--- config.mk ---
export PLATFORM = sky130hd
export DESIGN_NAME = dxt_texture_block_decoder
export DESIGN_NICKNAME = d
export VERILOG_FILES = /design/src/hw/rtl/dxt_pkg.sv /design/src/hw/rtl/dxt_front.sv /design/src/hw/rtl/dxt_queue.sv /design/src/hw/rtl/dxt_back.sv /design/src/hw/rtl/dxt_texture_block_decoder.sv
export SDC_FILE = /design/constraint.sdc
export NUM_CORES = 2
export LEC_CHECK = 0
export BUFFER_PORTS_ARGS = -buffer_cell sky130_fd_sc_hd__buf_2
export CORE_MARGIN = 5
export CORE_UTILIZATION = 30
export DETAILED_ROUTE_END_ITERATION = 16
export SETUP_SLACK_MARGIN = 0.02
export SYNTH_ARGS = -nofsm -noshare
export SYNTH_HDL_FRONTEND = slang
export SYNTH_SLANG_ARGS = --single-unit
--- constraint.sdc ---
create_clock -name clk -period 20.6 [get_ports clk]
set_clock_uncertainty 0.2 [all_clocks]
set_input_delay 3.09 -clock clk [delete_from_list [all_inputs] [get_ports clk]]
set_output_delay 3.09 -clock clk [all_outputs]
set_load 0.005 [all_outputs]
--- src/hw/rtl/dxt_pkg.sv ---
// Shared types and constants for the DXT texture block decoder.
// No dependencies; imported by every module of the block.
package dxt_pkg;

  localparam int OFS_W    = 14;  // texel offset width, wraps modulo 2**OFS_W
  localparam int CFG_IW   = 1;   // configuration register index width
  localparam int CFG_DW   = 13;  // widest configuration register
  localparam int QDEPTH   = 2;   // classified blocks held between front and back

  localparam logic [CFG_IW-1:0] CFG_FORMAT = 1'b0;
  localparam logic [CFG_IW-1:0] CFG_PITCH  = 1'b1;

  localparam logic [1:0] FMT_DXT1 = 2'd0;
  localparam logic [1:0] FMT_DXT3 = 2'd1;

  typedef enum logic [1:0] {
    AM_OPAQUE   = 2'd0,  // DXT1: 255, or 0 on transparent index
    AM_EXPLICIT = 2'd1,  // DXT3: 4-bit alpha replicated
    AM_INTERP   = 2'd2   // DXT5: 8-entry alpha table
  } alpha_mode_t;

  // One classified block as handed from front to back.
  typedef struct packed {
    alpha_mode_t            amode;
    logic                   transp3;   // DXT1 three-color: index 3 is clear black
    logic [3:0][2:0][7:0]   pal;       // [index][channel r,g,b]
    logic [7:0][7:0]        atab;      // DXT5 alpha table
    logic [31:0]            idx_bits;  // 2-bit color indices
    logic [63:0]            lo_bits;   // DXT3 nibbles or DXT5 selectors
    logic [OFS_W-1:0]       pitch;     // clamped pitch modulo 2**OFS_W
  } dxt_blk_t;

  // x / 3 for x <= 765: reciprocal estimate from below, one correction.
  function automatic logic [7:0] div3(input logic [9:0] x);
    logic [19:0] p;
    logic [9:0]  q;
    logic [9:0]  r;
    p = {10'd0, x} * 20'd341;
    q = p[19:10];
    r = x - 10'(q * 10'd3);
    return (r >= 10'd3) ? 8'(q + 10'd1) : q[7:0];
  endfunction

  // x / 5 for x <= 1275.
  function automatic logic [7:0] div5(input logic [10:0] x);
    logic [17:0] p;
    logic [10:0] q;
    logic [10:0] r;
    p = {7'd0, x} * 18'd51;
    q = 11'(p[17:8]);
    r = x - 11'(q * 11'd5);
    return (r >= 11'd5) ? 8'(q + 11'd1) : q[7:0];
  endfunction

  // x / 7 for x <= 1785.
  function automatic logic [7:0] div7(input logic [10:0] x);
    logic [17:0] p;
    logic [10:0] q;
    logic [10:0] r;
    p = {7'd0, x} * 18'd73;
    q = 11'(p[17:9]);
    r = x - 11'(q * 11'd7);
    return (r >= 11'd7) ? 8'(q + 11'd1) : q[7:0];
  endfunction

  // RGB565 to 8-bit channels by bit replication.
  function automatic logic [2:0][7:0] widen565(input logic [15:0] c);
    logic [2:0][7:0] w;
    w[0] = {c[15:11], c[15:13]};
    w[1] = {c[10:5], c[10:9]};
    w[2] = {c[4:0], c[4:2]};
    return w;
  endfunction

endpackage

--- src/hw/rtl/dxt_front.sv ---
// Front end: configuration registers, block accept and classification.
// Builds the color palette and alpha table; depends on dxt_pkg.
module dxt_front import dxt_pkg::*; #(
  parameter int MAX_ROW_PITCH = 4096
) (
  input  logic              clk,
  input  logic              rst_n,
  input  logic              cfg_we,
  input  logic [CFG_IW-1:0] cfg_addr,
  input  logic [CFG_DW-1:0] cfg_wdata,
  input  logic              start,
  input  logic [63:0]       in_block_low,
  input  logic [63:0]       in_block_high,
  input  logic              q_full,
  output logic              q_push,
  output dxt_blk_t          q_wdata
);

  logic [1:0]        fmt_r;
  logic [CFG_DW-1:0] pitch_r;

  always_ff @(posedge clk) begin
    if (!rst_n) begin
      fmt_r   <= FMT_DXT1;
      pitch_r <= CFG_DW'(4);
    end else if (cfg_we) begin
      case (cfg_addr)
        CFG_FORMAT: fmt_r   <= cfg_wdata[1:0];
        CFG_PITCH:  pitch_r <= cfg_wdata;
        default: ;
      endcase
    end
  end

  assign q_push = start && !q_full;

  logic            dxt1;
  logic            four;
  logic [15:0]     col0, col1;
  logic [2:0][7:0] w0, w1;
  logic [7:0]      a0, a1;
  logic [31:0]     pitch_c;

  always_comb begin
    dxt1 = (fmt_r == FMT_DXT1);
    col0 = dxt1 ? in_block_low[15:0]  : in_block_high[15:0];
    col1 = dxt1 ? in_block_low[31:16] : in_block_high[31:16];
    four = !dxt1 || (col0 > col1);
    w0   = widen565(col0);
    w1   = widen565(col1);
    a0   = in_block_low[7:0];
    a1   = in_block_low[15:8];

    pitch_c = {{(32-CFG_DW){1'b0}}, pitch_r};
    if (pitch_c < 32'd4)
      pitch_c = 32'd4;
    if (pitch_c > 32'(MAX_ROW_PITCH))
      pitch_c = 32'(MAX_ROW_PITCH);

    q_wdata.pal[0] = w0;
    q_wdata.pal[1] = w1;
    for (int ch = 0; ch < 3; ch++) begin
      if (four) begin
        q_wdata.pal[2][ch] = div3(10'({w0[ch], 1'b0}) + 10'(w1[ch]));
        q_wdata.pal[3][ch] = div3(10'(w0[ch]) + 10'({w1[ch], 1'b0}));
      end else begin
        q_wdata.pal[2][ch] = 8'((9'(w0[ch]) + 9'(w1[ch])) >> 1);
        q_wdata.pal[3][ch] = 8'd0;
      end
    end

    q_wdata.atab[0] = a0;
    q_wdata.atab[1] = a1;
    for (int k = 2; k < 8; k++) begin
      if (a0 > a1)
        q_wdata.atab[k] = div7(11'((8 - k) * a0) + 11'((k - 1) * a1));
      else if (k < 6)
        q_wdata.atab[k] = div5(11'((6 - k) * a0) + 11'((k - 1) * a1));
      else if (k == 6)
        q_wdata.atab[k] = 8'd0;
      else
        q_wdata.atab[k] = 8'd255;
    end

    if (dxt1)
      q_wdata.amode = AM_OPAQUE;
    else if (fmt_r == FMT_DXT3)
      q_wdata.amode = AM_EXPLICIT;
    else
      q_wdata.amode = AM_INTERP;  // format code 3 decodes as DXT5

    q_wdata.transp3  = dxt1 && !four;
    q_wdata.idx_bits = dxt1 ? in_block_low[63:32] : in_block_high[63:32];
    q_wdata.lo_bits  = in_block_low;
    q_wdata.pitch    = pitch_c[OFS_W-1:0];
  end

endmodule

--- src/hw/rtl/dxt_queue.sv ---
// Short FIFO of classified blocks between front and back.
// Depth from dxt_pkg::QDEPTH; depends on dxt_pkg.
module dxt_queue import dxt_pkg::*; (
  input  logic     clk,
  input  logic     rst_n,
  input  logic     push,
  input  dxt_blk_t wdata,
  input  logic     pop,
  output logic     full,
  output logic     not_empty,
  output dxt_blk_t rdata
);

  localparam int PW = (QDEPTH > 1) ? $clog2(QDEPTH) : 1;
  localparam int CW = $clog2(QDEPTH + 1);

  dxt_blk_t        mem_r [QDEPTH];
  logic [PW-1:0]   wr_ptr_r, wr_ptr_nxt;
  logic [PW-1:0]   rd_ptr_r, rd_ptr_nxt;
  logic [CW-1:0]   cnt_r, cnt_nxt;

  assign full      = (cnt_r == CW'(QDEPTH));
  assign not_empty = (cnt_r != '0);
  assign rdata     = mem_r[rd_ptr_r];

  always_comb begin
    wr_ptr_nxt = wr_ptr_r;
    rd_ptr_nxt = rd_ptr_r;
    cnt_nxt    = cnt_r;
    if (push)
      wr_ptr_nxt = (wr_ptr_r == PW'(QDEPTH - 1)) ? '0 : wr_ptr_r + PW'(1);
    if (pop)
      rd_ptr_nxt = (rd_ptr_r == PW'(QDEPTH - 1)) ? '0 : rd_ptr_r + PW'(1);
    if (push && !pop)
      cnt_nxt = cnt_r + CW'(1);
    else if (pop && !push)
      cnt_nxt = cnt_r - CW'(1);
  end

  always_ff @(posedge clk) begin
    if (!rst_n) begin
      wr_ptr_r <= '0;
      rd_ptr_r <= '0;
      cnt_r    <= '0;
    end else begin
      wr_ptr_r <= wr_ptr_nxt;
      rd_ptr_r <= rd_ptr_nxt;
      cnt_r    <= cnt_nxt;
    end
  end

  always_ff @(posedge clk) begin
    if (push)
      mem_r[wr_ptr_r] <= wdata;
  end

endmodule

--- src/hw/rtl/dxt_back.sv ---
// Back end: texel sequencer, one texel per cycle in raster order.
// Pops classified blocks from dxt_queue; depends on dxt_pkg.
module dxt_back import dxt_pkg::*; (
  input  logic             clk,
  input  logic             rst_n,
  input  logic             q_not_empty,
  input  dxt_blk_t         q_rdata,
  output logic             q_pop,
  output logic             active,
  output logic             out_valid,
  output logic [OFS_W-1:0] out_texel_offset,
  output logic [7:0]       out_red,
  output logic [7:0]       out_green,
  output logic [7:0]       out_blue,
  output logic [7:0]       out_alpha,
  output logic             out_last_texel
);

  dxt_blk_t         cur_r;
  logic             active_r;
  logic [3:0]       cnt_r;
  logic [OFS_W-1:0] row_r;

  logic             last;
  logic             load;
  logic [1:0]       ci;
  logic [3:0]       nib;
  logic [5:0]       sh;
  logic [2:0]       sel;
  logic [7:0]       r_c, g_c, b_c, a_c;

  assign active = active_r;
  assign last   = (cnt_r == 4'd15);
  assign load   = q_not_empty && (!active_r || last);
  assign q_pop  = load;

  always_comb begin
    ci  = 2'(cur_r.idx_bits >> {cnt_r, 1'b0});
    nib = 4'(cur_r.lo_bits >> {cnt_r, 2'b00});
    sh  = 6'd16 + {2'b00, cnt_r} + {1'b0, cnt_r, 1'b0};
    sel = 3'(cur_r.lo_bits >> sh);
    r_c = cur_r.pal[ci][0];
    g_c = cur_r.pal[ci][1];
    b_c = cur_r.pal[ci][2];
    case (cur_r.amode)
      AM_OPAQUE:   a_c = (cur_r.transp3 && ci == 2'd3) ? 8'd0 : 8'd255;
      AM_EXPLICIT: a_c = {nib, nib};
      AM_INTERP:   a_c = cur_r.atab[sel];
      default:     a_c = 8'd255;
    endcase
  end

  always_ff @(posedge clk) begin
    if (!rst_n) begin
      active_r  <= 1'b0;
      cnt_r     <= '0;
      out_valid <= 1'b0;
    end else begin
      out_valid <= active_r;
      if (load) begin
        active_r <= 1'b1;
        cnt_r    <= '0;
      end else if (active_r && last) begin
        active_r <= 1'b0;
      end else if (active_r) begin
        cnt_r <= cnt_r + 4'd1;
      end
    end
  end

  // Row base steps by the pitch after the fourth texel of each row.
  always_ff @(posedge clk) begin
    if (load) begin
      cur_r <= q_rdata;
      row_r <= '0;
    end else if (active_r && cnt_r[1:0] == 2'd3) begin
      row_r <= row_r + cur_r.pitch;
    end
    out_texel_offset <= row_r + OFS_W'(cnt_r[1:0]);
    out_red          <= r_c;
    out_green        <= g_c;
    out_blue         <= b_c;
    out_alpha        <= a_c;
    out_last_texel   <= last;
  end

endmodule

--- src/hw/rtl/dxt_texture_block_decoder.sv ---
// Top level of the DXT1/DXT3/DXT5 texture block decoder.
// Ties dxt_front, dxt_queue and dxt_back together; depends on dxt_pkg.
//
//   channel  | ports                                      | handshake
//   ---------+--------------------------------------------+------------------------
//   input    | in_block_low, in_block_high                | start && !busy
//   result   | out_texel_offset, out_red/green/blue/alpha,| out_valid, one cycle,
//            | out_last_texel                             | no backpressure
//   config   | cfg_addr, cfg_wdata                        | cfg_we
//
// A block yields 16 texels on consecutive cycles; the back sequencer emits one
// texel per cycle, and a queued block follows the last texel without a gap.
// A block goes through the queue and the back block register to the output registers.
// busy is high while the two-entry block queue is full.
// rst_n is synchronous, active low; it clears the queue and the sequencer.
// The receiver cannot stall: results are shown for exactly one cycle.
module dxt_texture_block_decoder import dxt_pkg::*; #(
  parameter int MAX_ROW_PITCH = 4096
) (
  input  logic              clk,
  input  logic              rst_n,
  input  logic              cfg_we,
  input  logic [CFG_IW-1:0] cfg_addr,
  input  logic [CFG_DW-1:0] cfg_wdata,
  input  logic              start,
  output logic              busy,
  input  logic [63:0]       in_block_low,
  input  logic [63:0]       in_block_high,
  output logic              out_valid,
  output logic [OFS_W-1:0]  out_texel_offset,
  output logic [7:0]        out_red,
  output logic [7:0]        out_green,
  output logic [7:0]        out_blue,
  output logic [7:0]        out_alpha,
  output logic              out_last_texel
);

  logic     q_push, q_pop, q_full, q_not_empty, back_active;
  dxt_blk_t q_wdata, q_rdata;

  assign busy = q_full;

  dxt_front #(.MAX_ROW_PITCH(MAX_ROW_PITCH)) u_front (
    .clk           (clk),
    .rst_n         (rst_n),
    .cfg_we        (cfg_we),
    .cfg_addr      (cfg_addr),
    .cfg_wdata     (cfg_wdata),
    .start         (start),
    .in_block_low  (in_block_low),
    .in_block_high (in_block_high),
    .q_full        (q_full),
    .q_push        (q_push),
    .q_wdata       (q_wdata)
  );

  dxt_queue u_queue (
    .clk       (clk),
    .rst_n     (rst_n),
    .push      (q_push),
    .wdata     (q_wdata),
    .pop       (q_pop),
    .full      (q_full),
    .not_empty (q_not_empty),
    .rdata     (q_rdata)
  );

  dxt_back u_back (
    .clk              (clk),
    .rst_n            (rst_n),
    .q_not_empty      (q_not_empty),
    .q_rdata          (q_rdata),
    .q_pop            (q_pop),
    .active           (back_active),
    .out_valid        (out_valid),
    .out_texel_offset (out_texel_offset),
    .out_red          (out_red),
    .out_green        (out_green),
    .out_blue         (out_blue),
    .out_alpha        (out_alpha),
    .out_last_texel   (out_last_texel)
  );

`ifndef ASSERT_OFF
  // A block's texels come out without gaps.
  a_burst: assert property (@(posedge clk) disable iff (!rst_n)
    out_valid && !out_last_texel |=> out_valid)
    else $error("texel burst broken before last texel");

  // Every block starts at offset zero.
  a_first_ofs: assert property (@(posedge clk) disable iff (!rst_n)
    out_valid && (!$past(out_valid) || $past(out_valid && out_last_texel))
      |-> out_texel_offset == '0)
    else $error("first texel of block not at offset zero");

  // A full queue means the sequencer is draining.
  a_full_active: assert property (@(posedge clk) disable iff (!rst_n)
    q_full |-> back_active)
    else $error("queue full while sequencer idle");

  // Sequencer only idles when nothing is waiting.
  a_no_stall: assert property (@(posedge clk) disable iff (!rst_n)
    q_not_empty && !back_active |-> q_pop)
    else $error("pending block not taken by idle sequencer");
`endif

endmodule
==> metrics <==
largest family of logic cells by synthesized area adder cells; xor/xnor share of the synthesized area 0.0563; Max Freq 76.1 MHz; syn nets around 8.0k; share of cells above drive strength 1 0.125; Period minus WS final ~13 ns; Die Wd between 400 and 500 um; GR peak layer met2; CTS Buf Count just under 90; cts hold-fix bufs 0; first-pass GRT wire length around 290,000 um; TNS Setup 0 ns; Final Cycle Share 0.638; final wirelength about 180,000 um; antenna violations before repair 22; GRT overflow 0; Sink Count just over 800; MaxCap Viol Count 0; GP Congestion 0.899; final hold vios 0; CTS Buffer Depth 3; drt drc 0; most frequent cells in the layout ha_1, inv_1, edfxtp_1; post-synthesis compound-gate area fraction 0.102; buffers added on ports 194; crit-path max cell delay approximately 0.57 ns; Adder-Cell Fraction of Synth Area 0.293; ANT nets after route 0; Max H-tree Level 3; status completed; Crit path top cell by count ha_1; Rel. slew slack 0.202; Post-DP HPWL between 100,000 and 150,000 um; Hold Crit Class flip-flop to flip-flop; Synth cell types about 100; vias in the first global route just over 50k; cts repair resizes 0; CTS tree done; Core Area roughly 240,000 sq um; Startpoint Class primary input; most common cell after layout, fill and taps aside ha_1; CP Data Arrival Time roughly 13 ns; die height 500 um; number of flops mapped to enable cells by yosys just over 700; number of setup violations in the final report 0; Post-DP Area around 77,000 sq um; grt met3 use 0.0149; Nets a little over 8k; via count between 40k and 50k; CP delay by family, top adder cells; Initial DRT Pass Iterations 5; insertion delay to the later sink of the worst-skew pair 0.70 ns; Slew Limit Fails 0; Worst EP required 20.88 ns; die area roughly 250,000 sq um; met1 global-route usage 0.193; io pins approximately 200; largest net degree at the start of global routing between 100 and 150; Primary FF master, synth edfxtp_1; Crit Path Max Fanout 17; # rows between 150 and 200; Starting Density 0.302; setup ws final 7.46 ns; met2 GRT Util 0.247; Post-Syn Area 71,900 sq um; synthesis-stage register bit count approximately 810; fin area 79,600 sq um; Placement Setup Slack 6.80 ns; mux cell area share after synthesis 0.0979; Min Hold Slack approximately 0.28 ns; crit end category flip-flop; filler instances between 20k and 25k; Layout area overhead 10.7%; buffers and inverters on the worst path 6; Clk pin slew, worst setup/hold paths approximately 0.060 ns; First DRT Iteration DRCs 3,035; Simple-Gate Fraction of Synth Area 0.0739; CP Class primary input to flip-flop; Total GRT Usage 0.144; register area share after synthesis 0.325; Worst path slowest cell nor4bb_1; post-CTS setup repair buffer count 0; RSZ-0062 raised after global routing no; vias per inst around 5.0; Root Driver clkbuf_16; worst-margin pin slew roughly 1.2 ns; routed len/inst between 15 and 20 um; Syn. warnings 0; syn avg cell area approximately 11 sq um; Synth async-reset ratio 0; gate count after technology mapping 6,373
-- registers in the layout, indices dropped and copies added (netlist names), 2 cells and up --
register,flops
u_back.cnt_r,4
u_queue.mem_r,480
u_back.out_alpha,8
u_back.cur_r,240
u_queue.cnt_r,2
u_back.out_texel_offset,14
u_back.out_red,8
u_front.fmt_r,2
u_front.pitch_r,13
u_back.out_blue,8
u_back.row_r,14
u_back.out_green,8
-- worst register-to-register path: cells and delay by family (launching register included) --
family	cells	cell delay [ns]
AO/OA/AOI/OAI	13	3.12
flip-flops	1	0.41
buffers and inverters	6	1.68
XOR/XNOR	1	0.59
AND/OR/NAND/NOR	7	1.63
adder cells (fa/ha/maj)	9	3.72
multiplexers	1	0.60
-- cell families (layout without fill, tap and decap cells) --
group,count (synthesis),count (layout)
xor+xnor,455,455
simple gates,1047,1047
buf+inv,989,1271
compound gates,1101,1101
fa+ha+maj,1451,1451
flops,806,806
mux,524,524
other cells,0,14
-- through the flow --
step / utilization / instances
4_1_cts: 0.334 / 9822
5_1_grt: 0.334 / 9826
3_3_place_gp: 0.322 / 9659
6_report: 0.334 / 9836
3_5_place_dp: 0.322 / 9659
2_1_floorplan: - / 6373
-- final timing paths --
| check | slack [ns] | from | end | cells after the start |
|---|---|---|---|---|
| worst max-delay path | 7.46 | in_block_low[9] | u_queue.mem_r[1][147]$_DFFE_PP_ | 40 |
| worst min-delay path | 0.28 | u_back.row_r[9]$_SDFFE_PP0P_ | u_back.row_r[9]$_SDFFE_PP0P_ | 2 |
| worst max register to register | 8.39 | u_front.fmt_r[1]$_SDFFE_PN0P_ | u_queue.mem_r[0][257]$_DFFE_PP_ | 37 |
| worst min register to register | 0.28 | u_back.row_r[9]$_SDFFE_PP0P_ | u_back.row_r[9]$_SDFFE_PP0P_ | 2 |
-- area by class of cell --
cell class	instances	area, sq um	area share
Inverter	876	3300	0.0414
Clock buffer	110	2330	0.0293
Clock inverter	53	518	0.00651
Tap cell	3167	3960	0.0498
Timing Repair Buffer	232	1270	0.0159
Antenna cell	14	35.0	0.000440
Sequential cell	806	23400	0.293
Multi-Input combinational cell	4578	44800	0.563
-- Yosys cell counts (59+ instances only) --
cell | instances | area share
edfxtp_1 | 720 | 0.30
inv_1 | 873 | 0.046
xor2_1 | 134 | 0.016
fa_1 | 386 | 0.11
mux2i_1 | 117 | 0.016
nor2b_1 | 94 | 0.0082
a21o_1 | 134 | 0.014
a21oi_1 | 301 | 0.021
mux4_2 | 108 | 0.034
mux2_2 | 291 | 0.046
nor2_1 | 261 | 0.014
nor3_1 | 90 | 0.0063
dfxtp_1 | 86 | 0.024
nand3_1 | 93 | 0.0065
clkbuf_1 | 76 | 0.0040
xnor2_1 | 316 | 0.038
o21a_1 | 59 | 0.0062
ha_1 | 1065 | 0.19
o21bai_1 | 61 | 0.0064
nand2_1 | 212 | 0.011
o21ai_0 | 175 | 0.012
-- layer usage --
layer	up-vias	share of wire
met5	-	0.00019
met2	1029	0.48
li1	23300	-
met1	24300	0.45
met3	193	0.042
met4	4	0.027
Power is not shown: default switching activity piles up to over one toggle a cycle in this logic, so the estimate is an artifact.
